--- src/rtl/lens_zoom_position_servo_core_macros.svh ---
// Assertion macros for the zoom position servo core.
// Used by the top level; expects clk and rst in scope.
`ifndef LENS_ZOOM_POSITION_SERVO_CORE_MACROS_SVH
`define LENS_ZOOM_POSITION_SERVO_CORE_MACROS_SVH

// Same-cycle implication, disabled during reset.
`define LZPS_ASSERT_IMPLY(label, ante, cons, msg) \
  label: assert property (@(posedge clk) disable iff (rst) (ante) |-> (cons)) \
    else $error(msg);

// Next-cycle implication, disabled during reset.
`define LZPS_ASSERT_NEXT(label, ante, cons, msg) \
  label: assert property (@(posedge clk) disable iff (rst) (ante) |=> (cons)) \
    else $error(msg);

`endif

--- src/rtl/lzps_pkg.sv ---
// Shared types and constants for the zoom position servo core.
// No dependencies; the interfaces and modules use this package.
package lzps_pkg;

  localparam int SAMPLES_PER_PASS = 16;
  localparam int ADC_BITS         = 12;
  localparam int CNT_W            = $clog2(SAMPLES_PER_PASS);
  localparam int SUM_W            = ADC_BITS + CNT_W;
  localparam int POS_W            = 12;
  localparam int EXT_W            = POS_W + 1;
  localparam int FUNC_W           = 2;
  localparam int DRIVE_W          = 2;
  localparam int CFG_IDX_W        = 3;
  localparam int CFG_DATA_W       = 12;
  localparam int TOL_W            = 8;
  localparam int SETTLE_W         = 8;
  localparam int QUEUE_DEPTH      = 2;

  localparam logic [CNT_W-1:0] CNT_LAST       = CNT_W'(SAMPLES_PER_PASS - 1);
  localparam logic [EXT_W-1:0] POS_HIGH_LIMIT = EXT_W'(5000);
  localparam logic [POS_W-1:0] POS_LOW_LIMIT  = POS_W'(15);

  localparam logic [FUNC_W-1:0] FUNC_SAMPLE   = 2'd0;
  localparam logic [FUNC_W-1:0] FUNC_START    = 2'd1;
  localparam logic [FUNC_W-1:0] FUNC_TICK     = 2'd2;
  localparam logic [FUNC_W-1:0] FUNC_RESERVED = 2'd3;

  localparam logic [DRIVE_W-1:0] DRV_STOP = 2'd0;
  localparam logic [DRIVE_W-1:0] DRV_WIDE = 2'd1;
  localparam logic [DRIVE_W-1:0] DRV_TELE = 2'd2;

  localparam logic [CFG_IDX_W-1:0] CFG_WIDE_INC    = 3'd0;
  localparam logic [CFG_IDX_W-1:0] CFG_COARSE_BAND = 3'd1;
  localparam logic [CFG_IDX_W-1:0] CFG_FINE_BAND   = 3'd2;
  localparam logic [CFG_IDX_W-1:0] CFG_STALL_TOL   = 3'd3;
  localparam logic [CFG_IDX_W-1:0] CFG_STALL_INT   = 3'd4;
  localparam logic [CFG_IDX_W-1:0] CFG_SETTLE_LIM  = 3'd5;
  localparam logic [CFG_IDX_W-1:0] CFG_AF_CONT     = 3'd6;

  localparam logic [POS_W-1:0]    RST_COARSE_BAND = POS_W'(100);
  localparam logic [POS_W-1:0]    RST_FINE_BAND   = POS_W'(30);
  localparam logic [TOL_W-1:0]    RST_STALL_TOL   = TOL_W'(5);
  localparam logic [POS_W-1:0]    RST_STALL_INT   = POS_W'(12'h4FF);
  localparam logic [SETTLE_W-1:0] RST_SETTLE_LIM  = SETTLE_W'(30);

  typedef enum logic [1:0] {
    KIND_SAMPLE,
    KIND_START,
    KIND_TICK
  } kind_t;

  typedef struct packed {
    kind_t              kind;
    logic [POS_W-1:0]   adc;
    logic [POS_W-1:0]   target;
    logic               busy;
  } item_t;

endpackage

--- src/rtl/lzps_if.sv ---
// Channel interfaces of the zoom position servo core: request, result, config.
// Widths come from lzps_pkg.
interface lzps_cmd_if;
  logic                                valid;
  logic                                ready;
  logic [lzps_pkg::FUNC_W-1:0]         func;
  logic [lzps_pkg::POS_W-1:0]          adc_sample;
  logic [lzps_pkg::POS_W-1:0]          target_position;
  logic                                pan_tilt_busy;
  modport source (output valid, func, adc_sample, target_position, pan_tilt_busy,
                  input ready);
  modport sink   (input valid, func, adc_sample, target_position, pan_tilt_busy,
                  output ready);
endinterface

interface lzps_res_if;
  logic                                valid;
  logic                                ready;
  logic [lzps_pkg::DRIVE_W-1:0]        drive;
  logic                                jog_pulse;
  logic [lzps_pkg::POS_W-1:0]          current_position;
  logic                                move_active;
  logic                                move_done;
  logic                                autofocus_reopen;
  logic                                autofocus_once;
  modport source (output valid, drive, jog_pulse, current_position, move_active,
                  move_done, autofocus_reopen, autofocus_once, input ready);
  modport sink   (input valid, drive, jog_pulse, current_position, move_active,
                  move_done, autofocus_reopen, autofocus_once, output ready);
endinterface

interface lzps_cfg_if;
  logic                                valid;
  logic                                ready;
  logic [lzps_pkg::CFG_IDX_W-1:0]      index;
  logic [lzps_pkg::CFG_DATA_W-1:0]     data;
  modport source (output valid, index, data, input ready);
  modport sink   (input valid, index, data, output ready);
endinterface

--- src/rtl/lzps_front.sv ---
// Front end: accepts requests, drops unused function codes, classifies the rest.
// Depends on lzps_pkg and lzps_cmd_if.
module lzps_front (
  lzps_cmd_if.sink         cmd,
  input  logic             full,
  output logic             push,
  output lzps_pkg::item_t  push_item
);
  import lzps_pkg::*;

  logic  keep;
  kind_t kind;

  always_comb begin
    keep = 1'b1;
    kind = KIND_SAMPLE;
    unique case (cmd.func)
      FUNC_SAMPLE: kind = KIND_SAMPLE;
      FUNC_START:  kind = KIND_START;
      FUNC_TICK:   kind = KIND_TICK;
      default:     keep = 1'b0;
    endcase
  end

  assign cmd.ready        = !full;
  assign push             = cmd.valid && !full && keep;
  assign push_item.kind   = kind;
  assign push_item.adc    = cmd.adc_sample & POS_W'((1 << ADC_BITS) - 1);
  assign push_item.target = cmd.target_position;
  assign push_item.busy   = cmd.pan_tilt_busy;

endmodule

--- src/rtl/lzps_queue.sv ---
// Short request queue between front end and back end.
// Depends on lzps_pkg.
module lzps_queue (
  input  logic             clk,
  input  logic             rst,
  input  logic             push,
  input  lzps_pkg::item_t  push_item,
  output logic             full,
  input  logic             pop,
  output logic             nonempty,
  output lzps_pkg::item_t  pop_item
);
  import lzps_pkg::*;

  localparam int PTR_W = (QUEUE_DEPTH > 1) ? $clog2(QUEUE_DEPTH) : 1;
  localparam int CNT_QW = $clog2(QUEUE_DEPTH + 1);

  item_t             slots [QUEUE_DEPTH];
  logic [PTR_W-1:0]  wr_ptr;
  logic [PTR_W-1:0]  rd_ptr;
  logic [CNT_QW-1:0] count;

  function automatic logic [PTR_W-1:0] ptr_inc(input logic [PTR_W-1:0] p);
    if (p == PTR_W'(QUEUE_DEPTH - 1)) begin
      return '0;
    end
    return p + PTR_W'(1);
  endfunction

  assign full     = (count == CNT_QW'(QUEUE_DEPTH));
  assign nonempty = (count != '0);
  assign pop_item = slots[rd_ptr];

  always_ff @(posedge clk) begin
    if (push) begin
      slots[wr_ptr] <= push_item;
    end
  end

  always_ff @(posedge clk) begin
    if (rst) begin
      wr_ptr <= '0;
      rd_ptr <= '0;
      count  <= '0;
    end else begin
      if (push) begin
        wr_ptr <= ptr_inc(wr_ptr);
      end
      if (pop) begin
        rd_ptr <= ptr_inc(rd_ptr);
      end
      unique case ({push, pop})
        2'b10:   count <= count + CNT_QW'(1);
        2'b01:   count <= count - CNT_QW'(1);
        default: count <= count;
      endcase
    end
  end

endmodule

--- src/rtl/lzps_back.sv ---
// Back end: sample averaging, pass evaluation, config registers, result register.
// Depends on lzps_pkg, lzps_cfg_if and lzps_res_if.
module lzps_back (
  input  logic             clk,
  input  logic             rst,
  lzps_cfg_if.sink         cfg,
  input  logic             q_valid,
  input  lzps_pkg::item_t  q_item,
  output logic             q_pop,
  lzps_res_if.source       result
);
  import lzps_pkg::*;

  logic                wide_inc;
  logic [POS_W-1:0]    coarse_band;
  logic [POS_W-1:0]    fine_band;
  logic [TOL_W-1:0]    stall_tol;
  logic [POS_W-1:0]    stall_int;
  logic [SETTLE_W-1:0] settle_lim;
  logic                af_cont;

  logic [SUM_W-1:0]    sample_sum, sample_sum_next;
  logic [CNT_W-1:0]    sample_count, sample_count_next;
  logic                active, active_next;
  logic [POS_W-1:0]    target, target_next;
  logic [POS_W-1:0]    stall_timer, stall_timer_next;
  logic [POS_W-1:0]    prev_pos, prev_pos_next;
  logic [SETTLE_W-1:0] settle, settle_next;
  logic                above_seen, above_seen_next;
  logic                below_seen, below_seen_next;
  logic                jog_wait, jog_wait_next;

  logic                pop;
  logic                emit;
  logic [DRIVE_W-1:0]  r_drive;
  logic                r_jog, r_done, r_afr, r_afo;

  logic [SUM_W-1:0]    sum_acc;
  logic [POS_W-1:0]    cur;
  logic [EXT_W-1:0]    cur_x, tgt_x;
  logic                out_of_range;
  logic [POS_W-1:0]    timer_inc;
  logic                stall_due;
  logic [POS_W-1:0]    pos_diff;
  logic                stalled;
  logic                hi_c, lo_c, hi_f, lo_f;
  logic [SETTLE_W-1:0] settle_inc;
  logic                settle_full;
  logic                above_n, below_n;

  function automatic logic [DRIVE_W-1:0] dir_for(input logic above, input logic swap);
    if (above) begin
      return swap ? DRV_TELE : DRV_WIDE;
    end
    return swap ? DRV_WIDE : DRV_TELE;
  endfunction

  assign cfg.ready = 1'b1;
  assign pop       = q_valid && (!result.valid || result.ready);
  assign q_pop     = pop;

  always_comb begin
    sum_acc      = sample_sum + SUM_W'(q_item.adc);
    cur          = POS_W'(sum_acc >> CNT_W);
    cur_x        = {1'b0, cur};
    tgt_x        = {1'b0, target};
    out_of_range = (cur_x > POS_HIGH_LIMIT) || (cur < POS_LOW_LIMIT);
    timer_inc    = stall_timer + POS_W'(1);
    stall_due    = (timer_inc >= stall_int);
    pos_diff     = (prev_pos >= cur) ? (prev_pos - cur) : (cur - prev_pos);
    stalled      = (pos_diff <= POS_W'(stall_tol));
    hi_c         = cur_x > (tgt_x + {1'b0, coarse_band});
    lo_c         = (cur_x + {1'b0, coarse_band}) < tgt_x;
    hi_f         = cur_x > (tgt_x + {1'b0, fine_band});
    lo_f         = (cur_x + {1'b0, fine_band}) < tgt_x;
    settle_inc   = (settle < settle_lim) ? settle + SETTLE_W'(1) : settle;
    settle_full  = (settle_inc >= settle_lim);
    above_n      = above_seen || settle_full || !lo_f;
    below_n      = below_seen || settle_full || !hi_f;
  end

  always_comb begin
    sample_sum_next   = sample_sum;
    sample_count_next = sample_count;
    active_next       = active;
    target_next       = target;
    stall_timer_next  = stall_timer;
    prev_pos_next     = prev_pos;
    settle_next       = settle;
    above_seen_next   = above_seen;
    below_seen_next   = below_seen;
    jog_wait_next     = jog_wait;
    emit              = 1'b0;
    r_drive           = DRV_STOP;
    r_jog             = 1'b0;
    r_done            = 1'b0;
    r_afr             = 1'b0;
    r_afo             = 1'b0;
    if (pop) begin
      unique case (q_item.kind)
        KIND_START: begin
          target_next       = q_item.target;
          active_next       = 1'b1;
          sample_sum_next   = '0;
          sample_count_next = '0;
        end
        KIND_TICK: begin
          jog_wait_next = 1'b0;
        end
        KIND_SAMPLE: begin
          if (active) begin
            if (sample_count != CNT_LAST) begin
              sample_sum_next   = sum_acc;
              sample_count_next = sample_count + CNT_W'(1);
            end else begin
              sample_sum_next   = '0;
              sample_count_next = '0;
              if (!(q_item.busy || out_of_range)) begin
                emit = 1'b1;
                if (stall_due) begin
                  stall_timer_next = '0;
                  if (stalled) begin
                    above_seen_next = 1'b0;
                    below_seen_next = 1'b0;
                    settle_next     = '0;
                    active_next     = 1'b0;
                    r_done          = 1'b1;
                  end else begin
                    prev_pos_next = cur;
                  end
                end else begin
                  stall_timer_next = timer_inc;
                end
                if (!(stall_due && stalled)) begin
                  if (hi_c || lo_c) begin
                    settle_next = '0;
                    r_drive     = dir_for(hi_c, wide_inc);
                  end else if (!jog_wait) begin
                    r_jog = hi_f || lo_f;
                    if (hi_f || lo_f) begin
                      r_drive       = dir_for(hi_f, wide_inc);
                      jog_wait_next = 1'b1;
                    end
                    if (above_n && below_n) begin
                      above_seen_next = 1'b0;
                      below_seen_next = 1'b0;
                      settle_next     = '0;
                      active_next     = 1'b0;
                      r_done          = 1'b1;
                      r_afr           = af_cont;
                      r_afo           = 1'b1;
                    end else begin
                      above_seen_next = above_n;
                      below_seen_next = below_n;
                      settle_next     = settle_inc;
                    end
                  end
                end
              end
            end
          end
        end
        default: begin
        end
      endcase
    end
  end

  always_ff @(posedge clk) begin
    if (rst) begin
      wide_inc     <= 1'b0;
      coarse_band  <= RST_COARSE_BAND;
      fine_band    <= RST_FINE_BAND;
      stall_tol    <= RST_STALL_TOL;
      stall_int    <= RST_STALL_INT;
      settle_lim   <= RST_SETTLE_LIM;
      af_cont      <= 1'b0;
      sample_sum   <= '0;
      sample_count <= '0;
      active       <= 1'b0;
      target       <= '0;
      stall_timer  <= '0;
      prev_pos     <= '0;
      settle       <= '0;
      above_seen   <= 1'b0;
      below_seen   <= 1'b0;
      jog_wait     <= 1'b0;
      result.valid <= 1'b0;
    end else begin
      sample_sum   <= sample_sum_next;
      sample_count <= sample_count_next;
      active       <= active_next;
      target       <= target_next;
      stall_timer  <= stall_timer_next;
      prev_pos     <= prev_pos_next;
      settle       <= settle_next;
      above_seen   <= above_seen_next;
      below_seen   <= below_seen_next;
      jog_wait     <= jog_wait_next;
      if (cfg.valid) begin
        unique case (cfg.index)
          CFG_WIDE_INC:    wide_inc    <= cfg.data[0];
          CFG_COARSE_BAND: coarse_band <= cfg.data[POS_W-1:0];
          CFG_FINE_BAND:   fine_band   <= cfg.data[POS_W-1:0];
          CFG_STALL_TOL:   stall_tol   <= cfg.data[TOL_W-1:0];
          CFG_STALL_INT:   stall_int   <= cfg.data[POS_W-1:0];
          CFG_SETTLE_LIM:  settle_lim  <= cfg.data[SETTLE_W-1:0];
          CFG_AF_CONT:     af_cont     <= cfg.data[0];
          default: begin
          end
        endcase
      end
      if (emit) begin
        result.valid <= 1'b1;
      end else if (result.ready) begin
        result.valid <= 1'b0;
      end
    end
  end

  always_ff @(posedge clk) begin
    if (emit) begin
      result.drive            <= r_drive;
      result.jog_pulse        <= r_jog;
      result.current_position <= cur;
      result.move_active      <= active_next;
      result.move_done        <= r_done;
      result.autofocus_reopen <= r_afr;
      result.autofocus_once   <= r_afo;
    end
  end

endmodule

--- src/rtl/lens_zoom_position_servo_core.sv ---
// Top level of the zoom position servo core: front end, queue, back end.
// Depends on lzps_pkg, lzps_if, lzps_front, lzps_queue, lzps_back and the macro header.
//
// Bang-bang zoom positioner. A start request loads a target and arms a move;
// while armed, every 16 ADC sample requests form one pass whose average is
// the current position, and each evaluated pass yields one result (skipped
// passes and start, tick and unused requests yield none). The block takes
// one request per clock while the queue is not full: the front end classifies it
// into a two-entry queue in the accepting cycle, and the back end evaluates it
// combinationally with its accumulator, band compares and stall check,
// registering the result, so a result reaches the output through the queue
// slot and the result register. Configuration writes are taken in every cycle
// and must be issued only while no request is in flight.
`include "lens_zoom_position_servo_core_macros.svh"

module lens_zoom_position_servo_core (
  input  logic       clk,
  input  logic       rst,
  lzps_cmd_if.sink   cmd,
  lzps_res_if.source result,
  lzps_cfg_if.sink   cfg
);
  import lzps_pkg::*;

  logic  q_push;
  logic  q_full;
  logic  q_pop;
  logic  q_nonempty;
  logic  cmd_unused;
  item_t push_item;
  item_t pop_item;

  assign cmd_unused = cmd.valid && (cmd.func == FUNC_RESERVED);

  lzps_front u_front (
    .cmd       (cmd),
    .full      (q_full),
    .push      (q_push),
    .push_item (push_item)
  );

  lzps_queue u_queue (
    .clk       (clk),
    .rst       (rst),
    .push      (q_push),
    .push_item (push_item),
    .full      (q_full),
    .pop       (q_pop),
    .nonempty  (q_nonempty),
    .pop_item  (pop_item)
  );

  lzps_back u_back (
    .clk     (clk),
    .rst     (rst),
    .cfg     (cfg),
    .q_valid (q_nonempty),
    .q_item  (pop_item),
    .q_pop   (q_pop),
    .result  (result)
  );

  `LZPS_ASSERT_IMPLY(a_push_not_full, q_push, !q_full, "push into full queue")
  `LZPS_ASSERT_IMPLY(a_pop_not_empty, q_pop, q_nonempty, "pop from empty queue")
  `LZPS_ASSERT_IMPLY(a_unused_dropped, cmd_unused, !q_push, "unused function queued")
  `LZPS_ASSERT_NEXT(a_result_held, result.valid && !result.ready, result.valid, "result dropped")

endmodule
--- src/flat_wrapper.sv ---
// flat-port wrapper written by rule: the top's interface ports become plain ports
module lens_zoom_position_servo_core_flat import lzps_pkg::*;
  (clk, rst, cmd_valid, cmd_func, cmd_adc_sample, cmd_target_position, cmd_pan_tilt_busy, cmd_ready, result_valid, result_drive, result_jog_pulse, result_current_position, result_move_active, result_move_done, result_autofocus_reopen, result_autofocus_once, result_ready, cfg_valid, cfg_index, cfg_data, cfg_ready);
  lzps_cmd_if cmd_i ();
  lzps_res_if result_i ();
  lzps_cfg_if cfg_i ();
  input  logic clk;
  input  logic rst;
  input wire logic [$bits(cmd_i.valid)-1:0] cmd_valid;
  input wire logic [$bits(cmd_i.func)-1:0] cmd_func;
  input wire logic [$bits(cmd_i.adc_sample)-1:0] cmd_adc_sample;
  input wire logic [$bits(cmd_i.target_position)-1:0] cmd_target_position;
  input wire logic [$bits(cmd_i.pan_tilt_busy)-1:0] cmd_pan_tilt_busy;
  output wire logic [$bits(cmd_i.ready)-1:0] cmd_ready;
  output wire logic [$bits(result_i.valid)-1:0] result_valid;
  output wire logic [$bits(result_i.drive)-1:0] result_drive;
  output wire logic [$bits(result_i.jog_pulse)-1:0] result_jog_pulse;
  output wire logic [$bits(result_i.current_position)-1:0] result_current_position;
  output wire logic [$bits(result_i.move_active)-1:0] result_move_active;
  output wire logic [$bits(result_i.move_done)-1:0] result_move_done;
  output wire logic [$bits(result_i.autofocus_reopen)-1:0] result_autofocus_reopen;
  output wire logic [$bits(result_i.autofocus_once)-1:0] result_autofocus_once;
  input wire logic [$bits(result_i.ready)-1:0] result_ready;
  input wire logic [$bits(cfg_i.valid)-1:0] cfg_valid;
  input wire logic [$bits(cfg_i.index)-1:0] cfg_index;
  input wire logic [$bits(cfg_i.data)-1:0] cfg_data;
  output wire logic [$bits(cfg_i.ready)-1:0] cfg_ready;
  assign cmd_i.valid = cmd_valid;
  assign cmd_i.func = cmd_func;
  assign cmd_i.adc_sample = cmd_adc_sample;
  assign cmd_i.target_position = cmd_target_position;
  assign cmd_i.pan_tilt_busy = cmd_pan_tilt_busy;
  assign cmd_ready = cmd_i.ready;
  assign result_valid = result_i.valid;
  assign result_drive = result_i.drive;
  assign result_jog_pulse = result_i.jog_pulse;
  assign result_current_position = result_i.current_position;
  assign result_move_active = result_i.move_active;
  assign result_move_done = result_i.move_done;
  assign result_autofocus_reopen = result_i.autofocus_reopen;
  assign result_autofocus_once = result_i.autofocus_once;
  assign result_i.ready = result_ready;
  assign cfg_i.valid = cfg_valid;
  assign cfg_i.index = cfg_index;
  assign cfg_i.data = cfg_data;
  assign cfg_ready = cfg_i.ready;
  lens_zoom_position_servo_core u_core (.clk(clk), .rst(rst), .cmd(cmd_i), .result(result_i), .cfg(cfg_i));
endmodule
--- config.mk ---
export PLATFORM = sky130hd
export DESIGN_NAME = lens_zoom_position_servo_core_flat
export DESIGN_NICKNAME = d
export VERILOG_FILES = /design/src/rtl/lzps_pkg.sv /design/src/rtl/lzps_if.sv /design/src/rtl/lzps_front.sv /design/src/rtl/lzps_queue.sv /design/src/rtl/lzps_back.sv /design/src/rtl/lens_zoom_position_servo_core.sv /design/src/flat_wrapper.sv
export VERILOG_INCLUDE_DIRS = /design/src /design/src/rtl
export SDC_FILE = /design/constraint.sdc
export NUM_CORES = 1
export LEC_CHECK = 0
export BUFFER_PORTS_ARGS = -buffer_cell sky130_fd_sc_hd__buf_2
export CAP_MARGIN = 25
export CORE_MARGIN = 1
export CORE_UTILIZATION = 45
export CTS_CLUSTER_SIZE = 16
export DETAILED_ROUTE_END_ITERATION = 10
export SETUP_SLACK_MARGIN = 0.4
export SLEW_MARGIN = 10
export SYNTH_ARGS = -nofsm -noshare
export SYNTH_HDL_FRONTEND = slang
export SYNTH_SLANG_ARGS = --single-unit
--- constraint.sdc ---
create_clock -name clk -period 18.8 [get_ports clk]
set_input_delay 0 -clock clk [delete_from_list [all_inputs] [get_ports clk]]
set_output_delay 0 -clock clk [all_outputs]
set_load 0.02 [all_outputs]
## Word-level counts from Yosys, hierarchy flattened

Memory sizes are Yosys's and may differ from the RTL's. A register that Yosys moved wholly into a read port is not among the register bits.
Index checks and enable logic that the tools add are counted.

- Add/subtract/negate cells: 14
- Magnitude comparators: 11
- Bitwise logic cells: 7
- Equal/unequal tests: 19
- Reductions and logical operators: 43
- Mux-type cells: 104

Operators by type and width:

| kind | number |
|---|---|
| 1-bit 2-to-1 mux | 76 |
| 8-bit 2-to-1 mux | 7 |
| 12-bit by 12-bit adder with 13-bit output | 4 |
| 16-bit 2-to-1 mux | 2 |
| 16-bit one-hot mux with 2 select lines | 1 |
| 12-bit by 13-bit > comparator with 1-bit output | 2 |
| 13-bit by 12-bit less-than comparator with 1-bit output | 2 |
| 12-bit greater-or-equal comparator | 2 |
| 12-bit 2-to-1 mux | 2 |
| 12-bit subtractor | 2 |
| 2-bit 2-to-1 mux | 9 |
| 16-bit by 12-bit adder with 16-bit output | 1 |
| 2-bit AND reduction | 8 |
| 7-bit AND reduction | 2 |
| 12-bit by 13-bit > comparator with 1-bit output, second input constant | 1 |
| 12-bit by 1-bit adder with 12-bit output, second input constant | 1 |
| 12-bit by 8-bit <= comparator with 1-bit output | 1 |
| 12-bit by 4-bit less-than comparator with 1-bit output, second input constant | 1 |
| 2-bit != test, second input constant | 5 |
| 2-bit nonzero test | 5 |
| 3-bit == test, second input constant | 3 |
| 1-bit logical OR | 9 |
| 9-bit OR reduction | 1 |
| 8-bit by 1-bit adder with 8-bit output, second input constant | 1 |
| other kinds (26) | 50 |

- Word-level logic and storage cells: 227
- Output and inout bits: 22
- Memories kept: 1
- Bits of input ports: 47
- Register bits: 146
- Bits in writable memories: 54

Memory list:

| memory | depth | bits a word | rd ports | clocked after Yosys merged registers in | write ports | RTL line | source |
|---|---|---|---|---|---|---|---|
| u_core.u_queue.slots | 2 | 27 | 1 | 1 | 1 | lzps_queue.sv:18 | `item_t slots [QUEUE_DEPTH];` |

## Longest topological paths before layout

Gate-level depths: netlist of run 1.

- Depth after elaboration: 17
- Mapped depth: 34
- Gate-level depth less buffers: 28

## By module

Synthesis of run 1 repeated with hierarchy kept, for this count alone.

- Cells, all modules: 1560
- Area total of the unflattened synthesis: 13940.9 sq um

By module, submodules not included:

| module | area each (sq um) | sequential area each (sq um) | times used | cells an instance |
|---|---|---|---|---|
| lzps_back | 11571.1 | 3032.9 | 1 | 1424 |
| lzps_queue | 2150.8 | 1721.7 | 1 | 106 |
| lzps_front | 219.0 | 0.0 | 1 | 30 |

## Worst setup path after synthesis of run 1

Ideal clock, no wire load.

- Path kind: reg2reg
- From: register with a tool-made name
- To: register u_core.u_back.settle[1]
- Clock period less this slack: 7.594 ns
- Setup time: 0.129 ns
- Setup slack: 11.206 ns
- Buffers on the path: 6
- Arrival: 7.464 ns
- Stages on the path, launching flop included: 34
- Path through: dfxtp_1 > clkbuf_1 > buf_1 > mux2_2 > ha_1 > fa_1 > a21oi_1 > nand4b_1 > a21o_1 > a31oi_1 > and3_1 > xor2_1 > ha_1 > clkbuf_1 > nand4_1 > nor3_1 > a211oi_1 > o21a_1 > o31a_1 > buf_6 > clkbuf_1 > mux2i_1 > xor2_1 > ha_1 > o21a_1 > o21a_1 > o21a_1 > o21bai_1 > a22oi_1 > nor3b_1 > or4b_1 > buf_4 > a32oi_4 > o22ai_1

RTL lines:

| what | RTL line | source |
|---|---|---|
| end signal: assignment | lzps_back.sv:196 | `settle <= settle_next;` |
| end: declaration | lzps_back.sv:28 | `logic [SETTLE_W-1:0] settle, settle_next;` |

==> flow_summary.rst, run 1 <==
.. list-table::
   :header-rows: 1

   * - Metric
     - Value
   * - Status
     - completed
   * - Root buffer cell
     - sky130_fd_sc_hd__clkbuf_16
   * - Floorplan Core Area
     - 0.0296 mm2
   * - Crit-path max FO
     - 27
   * - DRT iter0 DRCs
     - 775
   * - WP data required
     - 19.22 ns
   * - DRC violation count after routing
     - 0
   * - Clock latency at the later pin of the worst-skew pair
     - 0.55 ns
   * - Area of the die
     - 0.0307 mm2
   * - Signed area change from the synthesized netlist to the final layout
     - 15.6%
   * - Yosys cell types
     - 77
   * - Startpoint types
     - flip-flop
   * - Ratio of cells with drive above 1 in the final layout
     - 0.112
   * - Syn nets
     - 1710
   * - Final-layout setup total negative slack
     - 0 ns
   * - Slew at the pin closest to its max-slew limit
     - 0.854 ns
   * - Endpoint type of the worst setup path
     - flip-flop
   * - Sum of routed wire length over all layers
     - 35500 um
   * - Max Root-Sink Buffers
     - 3
   * - Number of instances in the synthesized netlist
     - 1493
   * - Final hold violations
     - 0
   * - Clock tree from TritonCTS
     - built
   * - Number of enable flip-flop cells after synthesis
     - 73
   * - Cell Rows
     - 63
   * - Period minus WS final
     - 8.40 ns
   * - Post-synthesis cell area
     - 0.0135 mm2
   * - HPWL Detailed
     - 26700 um
   * - Pin count of the biggest net entering global routing
     - 67
   * - Area occupied by registers
     - 0.00475 mm2
   * - Post-route fraction of the period consumed by the critical path
     - 0.447
   * - Io pins
     - 69
   * - Path category of the worst min-delay check
     - primary input to flip-flop
   * - Total area of multi-input combinational cells
     - 0.00811 mm2
   * - Antenna violations before repair
     - 0
   * - Cell leakage power
     - 6.49 nW
   * - Most frequent cell on the critical path
     - sky130_fd_sc_hd__o21a_1
   * - Vias
     - 11084
   * - WL per Instance
     - 17.7 um
   * - Top FF cell, synth
     - sky130_fd_sc_hd__dfxtp_1
   * - Die span in x
     - 175 um
   * - Warnings, synthesis
     - 0
   * - Setup Viol. Count Final
     - 0
   * - Via-per-instance ratio
     - 5.52
   * - Headroom to the max-slew limit
     - 0.426
   * - Top library cells by usage in the layout, fill and taps aside
     - 163 x sky130_fd_sc_hd__ha_1, 128 x sky130_fd_sc_hd__dfxtp_1, 127 x sky130_fd_sc_hd__nand2_1
   * - Max IR drop VDD
     - 0.0801 mV
   * - Clock sink count
     - 201
   * - Post-Synthesis Mean Instance Area
     - 9.04 um2
   * - Peak clock frequency supported by timing
     - 0.119 GHz
   * - Pwr Total
     - 1.78 mW
   * - Starting utilization of the core area
     - 0.457
   * - Total global-route track usage
     - 0.232
   * - Number of inserted filler cells in the final layout
     - 2706
   * - Sequential fraction of the synthesis area
     - 0.352
   * - Number of detailed-route iterations in the first pass
     - 5
   * - Setup clock skew after layout
     - 0.0254 ns
   * - Number of buffers added by the clock tree synthesis step
     - 24
   * - Aggregate global routing overflow
     - 0
   * - H-Tree Level Count
     - 1
   * - Die height
     - 175 um
   * - Synthesized flop and latch total
     - 201
   * - Post-CTS repair timing setup buffer count
     - 0
   * - Unrepaired setup endpoints after global routing
     - no
   * - Power density over the cells
     - 114 mW/mm2
   * - Arr. time, crit path
     - 8.82 ns
   * - Number of global-route vias before repair
     - 10510
   * - Net count, final
     - 1816
   * - Critical-path cell with the highest stage delay
     - sky130_fd_sc_hd__or4b_1
   * - Clock Pin Slew Worst Setup and Hold Paths
     - 0.06 ns
   * - FFs w/ async S/R, synth
     - 0
   * - Slowest stage delay, CP
     - 0.78 ns
   * - Weighted congestion reported at the end of routability-driven placement
     - 0.912
   * - Max_cap viols
     - 0
   * - Most common cell after layout, fill and taps aside
     - sky130_fd_sc_hd__ha_1
   * - Cell Count Post-Placement
     - 1914
   * - Filler-free cell count of the finished design
     - 2007
   * - Antenna fix cells
     - 0
   * - Detail Route Antenna Nets
     - 0
   * - Max-slew violation total from the final report
     - 0
   * - Crit Path Category
     - flip-flop to flip-flop
   * - Port bufs
     - 67
   * - Global-route wire length before repair
     - 56400 um
-- path summary, 6_finish.rpt --
| check | cells past startpoint | slack (ns) | start | endpoint |
|---|---|---|---|---|
| worst max-delay path | 29 | 10.40 | flip-flop | u_core.u_back.settle[5] |
| worst min-delay path | 2 | 0.18 | cmd_adc_sample[1] | u_core.u_queue.slots[0][14] |
| worst max register to register | 29 | 10.40 | flip-flop | u_core.u_back.settle[5] |
| worst min register to register | 2 | 0.46 | u_core.u_back.settle_lim[5] | u_core.u_back.settle_lim[5] |
-- metal layers --
| metal | global-route usage | vias up | share of wire |
|---|---|---|---|
| li1 | - | 5639 | - |
| met1 | 0.334 | 5179 | 0.49 |
| met2 | 0.368 | 227 | 0.44 |
| met3 | 0.0294 | 39 | 0.045 |
| met4 | 0.0507 | 0 | 0.020 |
| met5 | 0 | - | 0 |
-- cell type report --
type / instances / area share
Multi-Input combinational cell: 1127 / 0.520
Sequential cell: 201 / 0.305
Timing Repair Buffer: 135 / 0.0629
Clock buffer: 30 / 0.0432
Tap cell: 390 / 0.0313
Inverter: 110 / 0.0265
Clock inverter: 14 / 0.0115
-- critical path, delay by kind of cell (launching register included) --
| kind | cells | cell delay, ns |
|---|---|---|
| buf+inv | 2 | 0.51 |
| flops | 1 | 0.31 |
| mux | 2 | 0.71 |
| xor+xnor | 2 | 0.82 |
| simple gates | 5 | 1.54 |
| fa+ha+maj | 3 | 0.97 |
| compound gates | 15 | 3.39 |
-- metrics by stage --
| step | hold slack (ns) | instance area [um2] | util | setup slack (ns) |
|---|---|---|---|---|
| finish | 0.178 | 15600 | 0.528 | 10.40 |
| global route | 0.168 | 15600 | 0.528 | 9.75 |
| CTS | 0.153 | 15600 | 0.527 | 10.37 |
| detailed placement | 0.191 | 14200 | 0.482 | 10.44 |
| global placement | 0.187 | 14200 | 0.482 | 10.61 |
| floorplan | 0.0989 | 13500 | - | 11.21 |
-- cell families (layout without fill, tap and decap cells) --
kind of cell    count (synthesis)  count (layout)  share of synthesized area
flops                         201             201                      0.352
simple gates                  418             418                      0.149
xor+xnor                       81              81                     0.0526
compound gates                415             415                      0.203
fa+ha+maj                     170             170                      0.161
mux                            42              42                     0.0325
buf+inv                       165             289                     0.0485
other cells                     1               1                   0.000278
-- Yosys cell counts, types with 8 or more instances --
cell,number,share of area
sky130_fd_sc_hd__clkbuf_1,41,0.011
sky130_fd_sc_hd__o21bai_1,10,0.0056
sky130_fd_sc_hd__a21oi_1,125,0.046
sky130_fd_sc_hd__nand2b_1,17,0.0079
sky130_fd_sc_hd__xor2_1,33,0.021
sky130_fd_sc_hd__nor4_1,9,0.0042
sky130_fd_sc_hd__nor3_1,28,0.010
sky130_fd_sc_hd__inv_1,108,0.030
sky130_fd_sc_hd__a22oi_1,14,0.0078
sky130_fd_sc_hd__and3_1,15,0.0070
sky130_fd_sc_hd__a211oi_1,33,0.018
sky130_fd_sc_hd__or2_2,9,0.0042
sky130_fd_sc_hd__mux2_2,15,0.013
sky130_fd_sc_hd__nand4_1,13,0.0060
sky130_fd_sc_hd__a311oi_1,9,0.0058
sky130_fd_sc_hd__edfxtp_1,73,0.16
sky130_fd_sc_hd__nor2_1,101,0.028
sky130_fd_sc_hd__o21a_1,24,0.013
sky130_fd_sc_hd__nor2b_1,21,0.0097
sky130_fd_sc_hd__nand3_1,38,0.014
sky130_fd_sc_hd__ha_1,163,0.15
sky130_fd_sc_hd__mux2i_1,27,0.020
sky130_fd_sc_hd__o21ai_0,66,0.024
sky130_fd_sc_hd__o22ai_1,8,0.0037
sky130_fd_sc_hd__or3b_2,8,0.0052
sky130_fd_sc_hd__and2_1,8,0.0037
sky130_fd_sc_hd__a21o_1,37,0.021
sky130_fd_sc_hd__o211ai_1,25,0.014
sky130_fd_sc_hd__xnor2_1,48,0.031
sky130_fd_sc_hd__dfxtp_1,128,0.19
sky130_fd_sc_hd__nand2_1,127,0.035
-- timing repair --
| item | 4_1_cts | 5_1_grt |
|---|---|---|
| hold endpoints to repair | 121 | 0 |
| hold buffers | 48 | 0 |
| gates resized for setup | 0 | 0 |
-- flip-flops by register name (all words and copies together), names as in the netlist, 4 cells and up, named ones only --
| register | count |
|---|---|
| u_core.u_queue.slots | 54 |
| u_core.u_back.sample_sum | 16 |
| u_core.u_back.coarse_band | 12 |
| u_core.u_back.fine_band | 12 |
| u_core.u_back.prev_pos | 12 |
| u_core.u_back.result.current_position | 12 |
| u_core.u_back.stall_int | 12 |
| u_core.u_back.stall_timer | 12 |
| u_core.u_back.target | 12 |
| u_core.u_back.settle | 8 |
| u_core.u_back.settle_lim | 8 |
| u_core.u_back.stall_tol | 8 |
| u_core.u_back.sample_count | 4 |
-- power breakdown --
| part | switching, mW | internal, mW | leakage (nW) |
|---|---|---|---|
| Clock | 0.192 | 0.298 | 0.422 |
| Combinational | 0.461 | 0.324 | 4.37 |
| Sequential | 0.0241 | 0.483 | 1.70 |
(Power assumes the default switching activity.)
==> run 2, diff against run 1 <==
- clock period: 18.8 -> 8.1 ns (I/O delays scaled with it)
==> run 2 against run 1 <==
Cell area grew 0.14%; power is 130% higher; core utilization rose by 0.076 points; highest routed layer unchanged; count of clock-buffer cells in the layout up 6; largest cell class unchanged; hold slack better by 0.020 ns; first-iteration DRC count fell by 7.1%.
==> flow_summary.rst, run 2 (synthesized netlist as in run 1, its figures left out) <==
.. list-table::
   :header-rows: 1

   * - Metric
     - Value
   * - Status
     - completed
   * - Global-route wire length before repair
     - 57100 um (+1.1%)
   * - Starting utilization of the core area
     - 0.457 (unchanged)
   * - Max IR drop VDD
     - 0.175 mV (+120%)
   * - Setup clock skew after layout
     - 0.0110 ns (-0.0144 ns)
   * - Unrepaired setup endpoints after global routing
     - no
   * - Setup Viol. Count Final
     - 0 (unchanged)
   * - Worst Min Path Start
     - cmd_pan_tilt_busy
   * - Port bufs
     - 67 (unchanged)
   * - Critical-path cell with the highest stage delay
     - sky130_fd_sc_hd__o41a_1
   * - Slew at the pin closest to its max-slew limit
     - 1.00 ns (+0.146 ns)
   * - R2R Path End
     - u_core.u_back.prev_pos[9]
   * - Sum of routed wire length over all layers
     - 35700 um (+0.50%)
   * - Filler-free cell count of the finished design
     - 2017 (+0.50%)
   * - Die height
     - 175 um (unchanged)
   * - DRT iter0 DRCs
     - 720 (-7.1%)
   * - Register-to-register path setup slack
     - 0.99 ns (-9.41 ns)
   * - Number of global-route vias before repair
     - 10724 (+2.0%)
   * - Arr. time, crit path
     - 7.45 ns (-1.37 ns)
   * - Startpoint types
     - flip-flop
   * - Largest reg by FF count
     - u_core.u_queue.slots
   * - Clock latency at the later pin of the worst-skew pair
     - 0.52 ns (-0.03 ns)
   * - Cell Count Post-Placement
     - 1925 (+0.57%)
   * - WP data required
     - 8.45 ns (-10.77 ns)
   * - Area of the die
     - 0.0307 mm2 (unchanged)
   * - Ratio of cells with drive above 1 in the final layout
     - 0.116 (+0.00423)
   * - Antenna violations before repair
     - 1 (+1)
   * - Die span in x
     - 175 um (unchanged)
   * - Aggregate global routing overflow
     - 0 (unchanged)
   * - Number of buffers added by the clock tree synthesis step
     - 24 (unchanged)
   * - Biggest regs
     - u_core.u_queue.slots (54), u_core.u_back.sample_sum (16)
   * - Signed area change from the synthesized netlist to the final layout
     - 15.8%
   * - Depth of the worst register-to-register path
     - 28 (-3.4%)
   * - Clock sink count
     - 201 (unchanged)
   * - Antenna fix cells
     - 0 (unchanged)
   * - Clock tree from TritonCTS
     - built
   * - DRC violation count after routing
     - 0 (unchanged)
   * - Peak clock frequency supported by timing
     - 0.141 GHz (+18%)
   * - Cell Rows
     - 63 (unchanged)
   * - Path category of the worst min-delay check
     - primary input to flip-flop
   * - Top library cells by usage in the layout, fill and taps aside
     - 163 x sky130_fd_sc_hd__ha_1, 127 x sky130_fd_sc_hd__nand2_1, 127 x sky130_fd_sc_hd__dfxtp_1
   * - Most common cell after layout, fill and taps aside
     - sky130_fd_sc_hd__ha_1
   * - Max Root-Sink Buffers
     - 3 (unchanged)
   * - HPWL Detailed
     - 26600 um (-0.41%)
   * - Total global-route track usage
     - 0.234 (+0.00244)
   * - Net count, final
     - 1826 (+0.55%)
   * - Crit-path max FO
     - 19 (-30%)
   * - Hold path depth
     - 2 (unchanged)
   * - Final hold violations
     - 0 (unchanged)
   * - Worst min-delay path endpoint
     - u_core.u_queue.slots[0][0]
   * - Detail Route Antenna Nets
     - 0 (unchanged)
   * - Crit Path Category
     - flip-flop to flip-flop
   * - Io pins
     - 69 (unchanged)
   * - Clock Pin Slew Worst Setup and Hold Paths
     - 0.06 ns (about the same)
   * - Vias
     - 11286 (+1.8%)
   * - Headroom to the max-slew limit
     - 0.333 (-0.0935)
   * - Max_cap viols
     - 0 (unchanged)
   * - Root buffer cell
     - sky130_fd_sc_hd__clkbuf_16
   * - Period minus WS final
     - 7.11 ns (-1.29 ns)
   * - Endpoint type of the worst setup path
     - flip-flop
   * - Slowest stage delay, CP
     - 0.60 ns (-0.18 ns)
   * - Via-per-instance ratio
     - 5.60 (+1.3%)
   * - Post-route fraction of the period consumed by the critical path
     - 0.877 (+0.431)
   * - Number of detailed-route iterations in the first pass
     - 5 (unchanged)
   * - Pin count of the biggest net entering global routing
     - 59 (-12%)
   * - Cell leakage power
     - 6.51 nW (+0.37%)
   * - Max-slew violation total from the final report
     - 0 (unchanged)
   * - Largest register FFs
     - 54 (unchanged)
   * - H-Tree Level Count
     - 1 (unchanged)
   * - WL per Instance
     - 17.7 um (about the same)
   * - Weighted congestion reported at the end of routability-driven placement
     - 0.901 (-1.2%)
   * - Floorplan Core Area
     - 0.0296 mm2 (unchanged)
   * - Final-layout setup total negative slack
     - 0 ns (unchanged)
   * - Power density over the cells
     - 261 mW/mm2 (+130%)
==> run 2: worst max-delay path by stage <==
stage,from,endpoint,slack (ns),depth (start not counted)
after floorplan,flip-flop,u_core.u_back.settle[1],0.51,33
after global placement,flip-flop,u_core.u_back.result.jog_pulse,0.65,28
after detailed placement,flip-flop,u_core.u_back.result.jog_pulse,0.45,28
after CTS,flip-flop,u_core.u_back.settle[3],0.60,28
after global routing,flip-flop,u_core.u_back.settle[3],0.40,30
final,flip-flop,u_core.u_back.prev_pos[9],0.99,28
==> run 2: metrics by stage <==
step / power (mW) / hold slack, ns / setup WS (ns) / cell area (um2) / utilization
after global routing: 4.37 / 0.195 / 0.397 / 15600 / 0.529
after detailed placement: 2.96 / 0.191 / 0.450 / 14300 / 0.485
after CTS: 4.09 / 0.175 / 0.599 / 15600 / 0.528
after global placement: 2.94 / 0.186 / 0.649 / 14300 / 0.484
final: 4.07 / 0.199 / 0.995 / 15600 / 0.529
after floorplan: 2.50 / 0.0989 / 0.506 / 13500 / -
==> run 2: where the power goes <==
part,total (mW),leakage [nW],internal (mW),switching (mW)
logic,1.80,4.42,0.758,1.04
clock network,1.09,0.395,0.665,0.421
registers,1.18,1.70,1.12,0.0611
total,4.07,6.51,2.55,1.52
==> run 2: per-layer routing <==
layer	part of all wire	track usage
met4	0.024	0.0634
met5	0	0
met1	0.49	0.333
met3	0.041	0.0279
met2	0.44	0.373
==> run 2: repair_timing <==
item | 4_1_cts | 5_1_grt
endpoints found under the setup margin | 7 | 31
hold buffers | 48 | 0
hold endpoints to repair | 125 | 0
setup buffers | 0 | 0
resized for setup | 1 | 4
==> run 2: worst max-delay path, delay by kind of cell (launching register included) <==
family          cells  cell delay (ns)
fa+ha+maj           4             1.33
compound gates     14             2.86
simple gates        6             1.21
xor+xnor            2             0.44
flops               1             0.46
mux                 1             0.36
buf+inv             1             0.26
==> run 2: final cells by class <==
cell class                 count  area (um2)
clock buffer                  36         707
clock inverter                 8        92.6
fill                        2700       13900
inverter                     110         413
multi-input combinational   1127        8120
sequential                   201        4760
tap                          390         488
timing repair buffer         145        1040
==> run 3, diff against run 2 <==
- RECOVER_POWER: not set -> 100
- SKIP_LAST_GASP: not set -> 1
==> run 3 against run 2 <==
The run now ends with max-capacitance violations, max-slew violations left; worst setup slack worse by 0.15 ns; global-route usage stayed put; critical path type unchanged; clock skew is 0.0012 ns lower; count of clock-buffer cells in the layout stayed put; via count about the same; combinational power about the same.
==> flow_summary.rst, run 3 (synthesized netlist as in run 1, its figures left out) <==
.. list-table::
   :header-rows: 1

   * - Metric
     - Value
   * - Area of the die
     - 0.0307 mm2 (unchanged)
   * - Starting utilization of the core area
     - 0.457 (unchanged)
   * - Number of detailed-route iterations in the first pass
     - 5 (unchanged)
   * - Met3 Wirelength
     - 1740 um (+19%)
   * - Critical-path cell with the highest stage delay
     - sky130_fd_sc_hd__o41a_1
   * - Register-to-register path setup slack
     - 0.85 ns (-0.15 ns)
   * - Arr. time, crit path
     - 7.50 ns (+0.05 ns)
   * - Crit Path Category
     - flip-flop to flip-flop
   * - WHS
     - 0.199 ns (+0.000988 ns)
   * - Final hold violations
     - 0 (unchanged)
   * - Slew at the pin closest to its max-slew limit
     - 3.06 ns (+2.06 ns)
   * - Top library cells by usage in the layout, fill and taps aside
     - 163 x sky130_fd_sc_hd__ha_1, 127 x sky130_fd_sc_hd__nand2_1, 127 x sky130_fd_sc_hd__dfxtp_1
   * - Cell leakage power
     - 6.37 nW (-2.3%)
   * - Headroom to the max-slew limit
     - -1.04 (-1.38)
   * - Crit-path max FO
     - 19 (unchanged)
   * - Clock tree from TritonCTS
     - built
   * - Max Root-Sink Buffers
     - 3 (unchanged)
   * - Most common cell after layout, fill and taps aside
     - sky130_fd_sc_hd__ha_1
   * - Slowest stage delay, CP
     - 0.59 ns (about the same)
   * - Aggregate global routing overflow
     - 0 (unchanged)
   * - Max_cap viols
     - 5 (+5)
   * - H-Tree Level Count
     - 1 (unchanged)
   * - Signed area change from the synthesized netlist to the final layout
     - 14.9%
   * - Period minus WS final
     - 7.25 ns (+0.146 ns)
   * - WP data required
     - 8.35 ns (-0.10 ns)
   * - Vias
     - 11290 (+0.035%)
   * - Number of global-route vias before repair
     - 10724 (unchanged)
   * - PnR worst setup slack
     - 0.849 ns (-0.146 ns)
   * - Clock Pin Slew Worst Setup and Hold Paths
     - 0.06 ns (about the same)
   * - Ratio of cells with drive above 1 in the final layout
     - 0.0811 (-0.0350)
   * - Power density over the cells
     - 261 mW/mm2 (+0.35%)
   * - Global-route wire length before repair
     - 57100 um (unchanged)
   * - Port bufs
     - 67 (unchanged)
   * - Root buffer cell
     - sky130_fd_sc_hd__clkbuf_16
   * - Max layer used
     - met4
   * - Total global-route track usage
     - 0.234 (unchanged)
   * - Dpl ws
     - 0.450 ns (unchanged)
   * - Status
     - finished with violations
   * - Endpoint type of the worst setup path
     - flip-flop
   * - Failing checks
     - max-capacitance violations, max-slew violations
   * - Io pins
     - 69 (unchanged)
   * - Pin count of the biggest net entering global routing
     - 59 (unchanged)
   * - Unrepaired setup endpoints after global routing
     - no
   * - Routed length on met1
     - 17300 um (-1.4%)
   * - Utilization after layout
     - 0.525 (-0.00381)
   * - Peak clock frequency supported by timing
     - 0.138 GHz (-2.0%)
   * - Post-CTS repair timing setup buffer count
     - 0 (unchanged)
   * - Post-route fraction of the period consumed by the critical path
     - 0.895 (+0.0180)
   * - Setup clock skew after layout
     - 0.00983 ns (-0.00119 ns)
   * - Floorplan Core Area
     - 0.0296 mm2 (unchanged)
   * - Antenna fix cells
     - 0 (unchanged)
   * - Detail Route Antenna Nets
     - 0 (unchanged)
   * - Die span in x
     - 175 um (unchanged)
   * - WL per Instance
     - 17.7 um (+0.14%)
   * - Startpoint types
     - flip-flop
   * - Cell Rows
     - 63 (unchanged)
   * - Setup Viol. Count Final
     - 0 (unchanged)
   * - Antenna violations before repair
     - 1 (unchanged)
   * - Largest reg by FF count
     - u_core.u_queue.slots
   * - Number of buffers added by the clock tree synthesis step
     - 24 (unchanged)
   * - Path category of the worst min-delay check
     - primary input to flip-flop
   * - Weighted congestion reported at the end of routability-driven placement
     - 0.901 (unchanged)
   * - Pwr Total
     - 4.05 mW (-0.38%)
   * - Met2 layer wire length in the routed design
     - 15800 um (+0.36%)
   * - Clock latency at the later pin of the worst-skew pair
     - 0.52 ns (about the same)
   * - Max IR drop VDD
     - 0.174 mV (-0.36%)
   * - Clock sink count
     - 201 (unchanged)
   * - Largest register FFs
     - 54 (unchanged)
   * - DRT iter0 DRCs
     - 672 (-6.7%)
   * - Via-per-instance ratio
     - 5.60 (about the same)
   * - Net count, final
     - 1826 (unchanged)
   * - Biggest regs
     - u_core.u_queue.slots (54), u_core.u_back.sample_sum (16)
   * - Max-slew violation total from the final report
     - 204 (+204)
   * - Sum of routed wire length over all layers
     - 35700 um (+0.14%)
   * - HPWL Detailed
     - 26600 um (unchanged)
   * - DRC violation count after routing
     - 0 (unchanged)
   * - Die height
     - 175 um (unchanged)
   * - Worst Min Path Start
     - cmd_pan_tilt_busy
   * - Final-layout setup total negative slack
     - 0 ns (unchanged)
[run 3: layout make-up]
cell class                 instances  area, um2
clock buffer                      36        707
clock inverter                     8       92.6
fill                            2737      14000
inverter                         110        413
multi-input combinational       1127       8100
sequential                       201       4760
tap                              390        488
timing repair buffer             145        953
[run 3: what timing repair did]
action,4_1_cts,5_1_grt
gates resized for setup,1,4
endpoints found under the hold margin,125,0
gates cloned,0,0
endpoints found under the setup margin,7,31
pin swaps,0,0
hold buffers,48,0
[run 3: final timing paths]
path / end / cells after the start
max: u_core.u_back.prev_pos[9] / 27
min: u_core.u_queue.slots[0][0] / 2
max reg2reg: u_core.u_back.prev_pos[9] / 27
min reg2reg: u_core.u_back.stall_tol[7] / 2
[run 3: through the flow]
stage                     cell area [um2]  cells
after floorplan                     13500   1493
after global placement              14300   1924
after detailed placement            14300   1925
after CTS                           15600   2017
after global routing                15500   2017
final                               15500   2017
[run 3: metal layers]
metal / up-vias / GRT usage
met4: 0 / 0.0634
met1: 5324 / 0.333
met2: 255 / 0.373
met3: 54 / 0.0279
li1: 5657 / -
met5: - / 0
[run 3: critical path: cells and delay by family, from the launching register on]
| kind | cells | cell delay, ns |
|---|---|---|
| AOI/OAI and AO/OA | 13 | 2.87 |
| muxes | 1 | 0.37 |
| DFF | 1 | 0.45 |
| buffers and inverters | 1 | 0.26 |
| xor gates and xnor gates | 2 | 0.46 |
| and+or+nand+nor | 7 | 1.35 |
| adders and majority gates | 3 | 1.20 |
[run 3: where the power goes]
group          internal [mW]  switching [mW]  leakage [nW]
logic                  0.748            1.04          4.27
registers               1.12          0.0608          1.70
clock network          0.665           0.420         0.395
